**src/pwmg_pkg.sv**
```systemverilog
// Shared types and constants for the multichannel PWM generator.
// No dependencies; used by pwmg_channel and multichannel_pwm_generator.
package pwmg_pkg;

  // Number of channels actually built (1 to 4); the channel field stays 2 bits.
  localparam int unsigned CHANNELS = 4;
  localparam int unsigned CH_SLOTS = 4;

  localparam int unsigned OD_W = 8;
  localparam int unsigned HC_W = 8;
  localparam int unsigned SD_W = 4;
  localparam int unsigned PS_W = 16;
  localparam int unsigned PC_W = 8;

  typedef enum logic [1:0] {
    ACT_TICK  = 2'd0,
    ACT_WRITE = 2'd1,
    ACT_READ  = 2'd2,
    ACT_NOP   = 2'd3
  } action_t;

  typedef enum logic [1:0] {
    SEL_OUT_DIV  = 2'd0,
    SEL_HIGH_CNT = 2'd1,
    SEL_SRC_DIV  = 2'd2,
    SEL_NONE     = 2'd3
  } reg_sel_t;

  // Command from the top level to one channel.
  typedef struct packed {
    logic            tick;
    logic            write;
    logic            hit;
    reg_sel_t        sel;
    logic [OD_W-1:0] value;
  } chan_cmd_t;

  // Channel state as it stands after the current word.
  typedef struct packed {
    logic [OD_W-1:0] out_divider;
    logic [HC_W-1:0] high_count;
    logic [SD_W-1:0] source_divider;
    logic            level;
  } chan_status_t;

endpackage

```
**src/multichannel_pwm_generator.sv**
```systemverilog
// Multichannel PWM generator: input register, channel bank, result register.
// Each accepted word passes the input register, then the result register; an
//   output stall keeps the word waiting in the input register.
// Throughput: one word per cycle unless the output stalls; each word is applied
//   to channel state on leaving the input register, so ticks advance at full rate.
// Reset (rst, synchronous): all fields and counters clear to zero, both
//   pipeline stages empty; channels start disabled and drive low.
// Depends on pwmg_pkg and pwmg_channel.
module multichannel_pwm_generator (
  input  logic        clk,
  input  logic        rst,
  // input word
  input  logic        s_tvalid,
  output logic        s_tready,
  input  logic [15:0] s_tdata,   // [1:0] channel, [9:2] field_value, [15:10] zero
  input  logic [3:0]  s_tuser,   // [1:0] action, [3:2] reg_select
  // result word
  output logic        m_tvalid,
  input  logic        m_tready,
  output logic [15:0] m_tdata    // [7:0] read_value, [8] channel_enabled,
                                 // [12:9] pwm_levels, [15:13] zero
);

  // ---------------------------------------------------------------------
  // Input register
  // ---------------------------------------------------------------------
  logic                      s1_valid;
  pwmg_pkg::action_t         s1_action;
  pwmg_pkg::reg_sel_t        s1_sel;
  logic [1:0]                s1_channel;
  logic [pwmg_pkg::OD_W-1:0] s1_value;

  logic advance;   // result register free to take a word
  logic s1_fire;   // word in the input register is applied this cycle

  assign advance  = !m_tvalid || m_tready;
  assign s1_fire  = s1_valid && advance;
  assign s_tready = !s1_valid || advance;

  always_ff @(posedge clk) begin
    if (rst) begin
      s1_valid <= 1'b0;
    end else if (s_tready) begin
      s1_valid <= s_tvalid;
    end
  end

  always_ff @(posedge clk) begin
    if (s_tready && s_tvalid) begin
      s1_action  <= pwmg_pkg::action_t'(s_tuser[1:0]);
      s1_sel     <= pwmg_pkg::reg_sel_t'(s_tuser[3:2]);
      s1_channel <= s_tdata[1:0];
      s1_value   <= s_tdata[9:2];
    end
  end

  // ---------------------------------------------------------------------
  // Channel bank; slots beyond CHANNELS read as a disabled, all-zero channel
  // ---------------------------------------------------------------------
  pwmg_pkg::chan_status_t status [pwmg_pkg::CH_SLOTS];
  logic [pwmg_pkg::CH_SLOTS-1:0] levels;

  for (genvar g = 0; g < pwmg_pkg::CH_SLOTS; g++) begin : g_chan
    if (g < pwmg_pkg::CHANNELS) begin : g_live
      pwmg_pkg::chan_cmd_t cmd;
      assign cmd.tick  = s1_fire && (s1_action == pwmg_pkg::ACT_TICK);
      assign cmd.write = s1_fire && (s1_action == pwmg_pkg::ACT_WRITE);
      assign cmd.hit   = (s1_channel == 2'(g));
      assign cmd.sel   = s1_sel;
      assign cmd.value = s1_value;

      pwmg_channel u_chan (
        .clk    (clk),
        .rst    (rst),
        .cmd    (cmd),
        .status (status[g])
      );
    end else begin : g_absent
      assign status[g] = '0;
    end
    assign levels[g] = status[g].level;
  end

  // ---------------------------------------------------------------------
  // Result formation: fields and levels as they stand after the word
  // ---------------------------------------------------------------------
  pwmg_pkg::chan_status_t sel_status;
  logic [7:0]             read_value;
  logic                   channel_enabled;

  assign sel_status      = status[s1_channel];
  assign channel_enabled = (sel_status.out_divider != '0);

  always_comb begin
    read_value = '0;
    if (s1_action == pwmg_pkg::ACT_READ) begin
      case (s1_sel)
        pwmg_pkg::SEL_OUT_DIV:  read_value = sel_status.out_divider;
        pwmg_pkg::SEL_HIGH_CNT: read_value = sel_status.high_count;
        pwmg_pkg::SEL_SRC_DIV:  read_value = 8'(sel_status.source_divider);
        default:                read_value = '0;
      endcase
    end
  end

  // ---------------------------------------------------------------------
  // Result register
  // ---------------------------------------------------------------------
  always_ff @(posedge clk) begin
    if (rst) begin
      m_tvalid <= 1'b0;
    end else if (advance) begin
      m_tvalid <= s1_valid;
    end
  end

  always_ff @(posedge clk) begin
    if (s1_fire) begin
      m_tdata <= {3'b000, levels, channel_enabled, read_value};
    end
  end

`ifndef SYNTHESIS
  // an empty result stage never holds back the input
  a_ready_when_empty: assert property (@(posedge clk) disable iff (rst)
    !m_tvalid |-> s_tready)
    else $error("input stalled with empty result register");

  // a word waiting in the input register is kept while the output stalls
  a_s1_held: assert property (@(posedge clk) disable iff (rst)
    (s1_valid && !advance) |=> (s1_valid && $stable(s1_channel) && $stable(s1_value)))
    else $error("input register word lost under stall");

  // both stages come out of reset empty
  a_reset_empty: assert property (@(posedge clk)
    $past(rst) |-> (!m_tvalid && !s1_valid))
    else $error("pipeline not empty after reset");
`endif

endmodule

```
**src/pwmg_channel.sv**
```systemverilog
// One PWM channel: field registers, prescaler and period counter.
// Depends on pwmg_pkg.
module pwmg_channel (
  input  logic                  clk,
  input  logic                  rst,
  input  pwmg_pkg::chan_cmd_t    cmd,
  output pwmg_pkg::chan_status_t status
);

  logic [pwmg_pkg::OD_W-1:0] out_divider, out_divider_next;
  logic [pwmg_pkg::HC_W-1:0] high_count, high_count_next;
  logic [pwmg_pkg::SD_W-1:0] source_divider, source_divider_next;
  logic [pwmg_pkg::PS_W-1:0] prescale_count, prescale_count_next;
  logic [pwmg_pkg::PC_W-1:0] period_count, period_count_next;

  logic [4:0]                shamt;
  logic [pwmg_pkg::PS_W-1:0] last;

  // prescaler wraps at 2^(sd+1)-1; a shift of 16 leaves all ones
  assign shamt = {1'b0, source_divider} + 5'd1;
  assign last  = ~({pwmg_pkg::PS_W{1'b1}} << shamt);

  always_comb begin
    out_divider_next    = out_divider;
    high_count_next     = high_count;
    source_divider_next = source_divider;
    prescale_count_next = prescale_count;
    period_count_next   = period_count;

    if (cmd.write && cmd.hit) begin
      case (cmd.sel)
        pwmg_pkg::SEL_OUT_DIV:  out_divider_next    = cmd.value;
        pwmg_pkg::SEL_HIGH_CNT: high_count_next     = cmd.value;
        pwmg_pkg::SEL_SRC_DIV:  source_divider_next = cmd.value[pwmg_pkg::SD_W-1:0];
        default: ;
      endcase
    end

    // disabled channel keeps no counter phase
    if (cmd.write && (out_divider_next == '0)) begin
      prescale_count_next = '0;
      period_count_next   = '0;
    end

    if (cmd.tick && (out_divider != '0)) begin
      if (prescale_count >= last) begin
        prescale_count_next = '0;
        if (period_count >= out_divider) begin
          period_count_next = '0;
        end else begin
          period_count_next = period_count + 1'b1;
        end
      end else begin
        prescale_count_next = prescale_count + 1'b1;
      end
    end
  end

  always_ff @(posedge clk) begin
    if (rst) begin
      out_divider    <= '0;
      high_count     <= '0;
      source_divider <= '0;
      prescale_count <= '0;
      period_count   <= '0;
    end else begin
      out_divider    <= out_divider_next;
      high_count     <= high_count_next;
      source_divider <= source_divider_next;
      prescale_count <= prescale_count_next;
      period_count   <= period_count_next;
    end
  end

  assign status.out_divider    = out_divider_next;
  assign status.high_count     = high_count_next;
  assign status.source_divider = source_divider_next;
  assign status.level          = (out_divider_next != '0) &&
                                 (period_count_next <= high_count_next);

endmodule
```
**config.mk**
```make
export PLATFORM = sky130hd
export DESIGN_NAME = multichannel_pwm_generator
export DESIGN_NICKNAME = d
export VERILOG_FILES = /design/src/pwmg_pkg.sv /design/src/multichannel_pwm_generator.sv /design/src/pwmg_channel.sv
export SDC_FILE = /design/constraint.sdc
export NUM_CORES = 1
export LEC_CHECK = 0
export BUFFER_PORTS_ARGS = -buffer_cell sky130_fd_sc_hd__buf_4
export CAP_MARGIN = 20
export CORE_MARGIN = 2
export CORE_UTILIZATION = 45
export DETAILED_ROUTE_END_ITERATION = 8
export GPL_TIMING_DRIVEN = 0
export PLACE_DENSITY = 0.6
export SYNTH_ARGS = -nofsm -noshare
export SYNTH_HDL_FRONTEND = slang
export SYNTH_SLANG_ARGS = --single-unit
```
**constraint.sdc**
```tcl
create_clock -name clk -period 5.35 [get_ports clk]
set_clock_uncertainty 0.1 [all_clocks]
set_input_delay 1.3375 -clock clk [delete_from_list [all_inputs] [get_ports clk]]
set_output_delay 1.3375 -clock clk [all_outputs]
set_load 0.01 [all_outputs]
```
==> impl_metrics.yaml <==
synth:
  synth_top_family_by_area: "simple AND/OR/NAND/NOR gates"
  synthCells: 1674
  synth-xor-area-share_pct: 1.43
  yosysMostFrequentCell: "nand2_1"
  synth-edff-count: 27
  syn_area_per_cell_um2: 8.39
  synth.top_cell.area_share_pct: 25.4
  ys_seq_elements: 205
  ys_types: 69
  netlist_top_cells_area: "dfxtp_1, ha_1, edfxtp_1"
  synthTopCellsByCount: "nand2_1, dfxtp_1, ha_1"
  yosysSeqAreaShare_pct: 31.2
  synth-compound-area-share_pct: 20.3
  muxShareOfSynthArea_pct: 7.56
  synthAdderAreaFrac_pct: 13.2
  synth_warnings: 0
  synth_largest_area_cell: "dfxtp_1"
  synthArstFlopShare_pct: 0
  synth_ff_type: "dfxtp_1"
  synthesis.area_mm2: 0.0140
  synthSimpleGateAreaFrac_pct: 22.3
power_and_ir_drop:
  p_total_w: 0.00352
  p_leak_nw: 6.19
  peakVddDrop_mv: 0.211
  power_density_mw_per_mm2: 223
global_routing:
  grt_pass1_vias: 12229
  grt_usage_pct: 25.3
  overflow: 0
  grt_pass1_wl_um: 66800
  grt_max_degree: 15
  antenna_found_initial: 1
route:
  vias: 12987
  vias_per_cell: 6.04
  totalWireLength_um: 42200
  ant_nets: 0
  drc: 0
  first_pass_iters: 5
  wl_per_cell_um: 19.7
  drtIter0Drc: 998
cts:
  hold_buffers: 0
  htreeDepth: 1
  cts_buffer_depth: 3
  cts.sinks: 205
  clkTransAtPathRegs_ns: 0.06
  numCtsBuffers: 25
  cts_tree: "built"
  cts-root-buf: "clkbuf_16"
  clkLatencyLatePin_ns: 0.54
placement:
  dpl.hpwl_um: 31600
  io_buffers: 31
  place_area_mm2: 0.0148
  gp_routability_congestion: 0.948
finish:
  finish.instance_area_mm2: 0.0158
  area_delta_synth_final_pct: 12.5
  layout-drive-gt1-share_pct: 8.50
  finalNetCount: 1907
  n_fill_cell: 2923
sta:
  finalHoldViolCount: 0
  fin_crit_ns: 5.02
  fin_crit_sh_pct: 93.9
  worst_pin_slew_ns: 1.01
  max_freq_mhz: 199
  maxSlewViolCount: 0
  setup_viol: 0
  slew_headroom_pct: 32.4
run:
  max_cap_viol_count: 0
floorplan:
  die_h_um: 181
  dieArea_mm2: 0.0326
  chipWidth_um: 181
  coreArea_mm2: 0.0307
  start_util_pct: 45.8
  fp-row-count: 64
  io_pins: 42
worst_setup_path:
  cp_max_fo: 10
  cp-end-kind: "flop"
  cp.required_ns: 5.58
  cp-start-kind: "flop"
  path_class: "reg -> reg"
  arrival_ns: 5.26
status:
  status: "finished, final reports clean"
min_path:
  holdCritPathClass: "reg -> reg"
==> worst max-delay path, stage by stage (launching register included) <==
cell and delay, ns:
dfxtp_2 0.44, ha_1 0.25, nor2_1 0.09, mux2_2 0.28, a22oi_1 0.22, a21boi_0 0.26
ha_1 0.28, a21oi_1 0.15, o21ai_0 0.12, a2111o_1 0.50, a21oi_4 0.27, buf_2 0.27
nor2_1 0.11, mux2i_1 0.17, ha_1 0.26, nor2b_1 0.13, o21a_1 0.16, o21a_1 0.16
o21ai_0 0.18, nand3b_1 0.14, a211oi_2 0.28
==> sequential cells by signal, indices dropped and copies added (netlist names) <==
signal                               cells
g_chan.g_live.u_chan.high_count         32
g_chan.g_live.u_chan.out_divider        32
g_chan.g_live.u_chan.period_count       32
g_chan.g_live.u_chan.prescale_count     64
g_chan.g_live.u_chan.source_divider     16
m_tdata                                 13
m_tvalid                                 1
s1_action                                2
s1_channel                               2
s1_sel                                   2
s1_valid                                 1
s1_value                                 8
==> metrics by stage <==
step	std cells	setup TNS (ns)	util [%]	hold slack [ns]	setup WS (ns)
detailed placement	2105	-1.01	48.3	0.363	-0.283
global route	2149	-0.0106	51.5	0.410	-0.0106
CTS	2150	0	51.2	0.385	0.00705
global placement	2103	-0.832	48.2	0.359	-0.334
floorplan	1676	0	-	0.343	0.705
finish	2150	0	51.5	0.384	0.328
==> power breakdown <==
part	internal [W]	switching, W	total, W	leakage (nW)
clock	0.00106	0.000703	0.00176	0.412
sequential	0.00157	0.00000977	0.00158	1.70
combinational	0.0000507	0.000129	0.000180	4.07
total	0.00268	0.000841	0.00352	6.19
==> repair_timing <==
| item | CTS | global route |
|---|---|---|
| buffers inserted | 0 | 2 |
| endpoints found under the setup margin | 4 | 4 |
| pin swaps | 0 | 0 |
| resized for setup | 12 | 20 |
==> per-layer routing <==
metal	vias to the layer above	part of all wire, %	global-route usage, %
li1	6359	-	-
met1	6219	46	34.1
met2	329	46	42.1
met3	78	5.3	3.33
met4	2	3.3	7.81
met5	-	0.031	0
==> cells in the final DEF (no fill, tap or decap), types with 6 or more instances in the layout <==
cell type / n
nand2b_1: 31
mux2_2: 14
or2_2: 8
o22ai_1: 12
nand2_1: 196
a22o_1: 16
buf_2: 6
and3_1: 19
xnor2_1: 9
nand4_1: 11
a221o_1: 34
or2b_1: 13
a21o_1: 23
a211oi_1: 22
nor3_1: 25
nand3_1: 91
edfxtp_1: 27
nor2_1: 129
xor2_1: 14
a21oi_1: 143
nand3b_1: 7
nor4_1: 49
mux2i_1: 61
clkbuf_1: 42
and2_1: 27
dfxtp_1: 173
nor2b_1: 15
ha_1: 147
buf_1: 7
mux4_2: 13
clkbuf_16: 28
buf_4: 40
o21a_1: 18
inv_1: 76
a31oi_1: 33
o21ai_0: 61
==> kinds of logic (layout without fill, tap and decap cells) <==
| kind of cell | Yosys count | after routing |
|---|---|---|
| mux | 88 | 88 |
| xor+xnor | 23 | 23 |
| simple gates | 641 | 641 |
| flops | 205 | 205 |
| other cells | 1 | 4 |
| fa+ha+maj | 148 | 148 |
| compound gates | 427 | 427 |
| buf+inv | 141 | 218 |
==> final timing paths <==
path | start | to | slack [ns] | cells after the start
setup / recovery | g_chan[3].g_live.u_chan.source_divider[1] | m_tdata[12] | 0.33 | 20
hold / removal | g_chan[2].g_live.u_chan.prescale_count[15] | g_chan[2].g_live.u_chan.prescale_count[15] | 0.38 | 1
setup reg to reg | g_chan[3].g_live.u_chan.source_divider[1] | m_tdata[12] | 0.33 | 20
hold reg to reg | g_chan[2].g_live.u_chan.prescale_count[15] | g_chan[2].g_live.u_chan.prescale_count[15] | 0.38 | 1
==> area by class of cell <==
class / count / area, um^2 / area share [%]
multi-input combinational: 1330 / 9230 / 58.4
sequential: 205 / 4380 / 27.7
clock buffer: 34 / 733 / 4.64
tap: 396 / 495 / 3.14
inverter: 78 / 293 / 1.85
timing repair buffer: 35 / 283 / 1.79
buffer: 60 / 275 / 1.74
clock inverter: 11 / 113 / 0.713
antenna: 1 / 2.50 / 0.0158
Note: power is estimated with default switching activity, not from simulation.
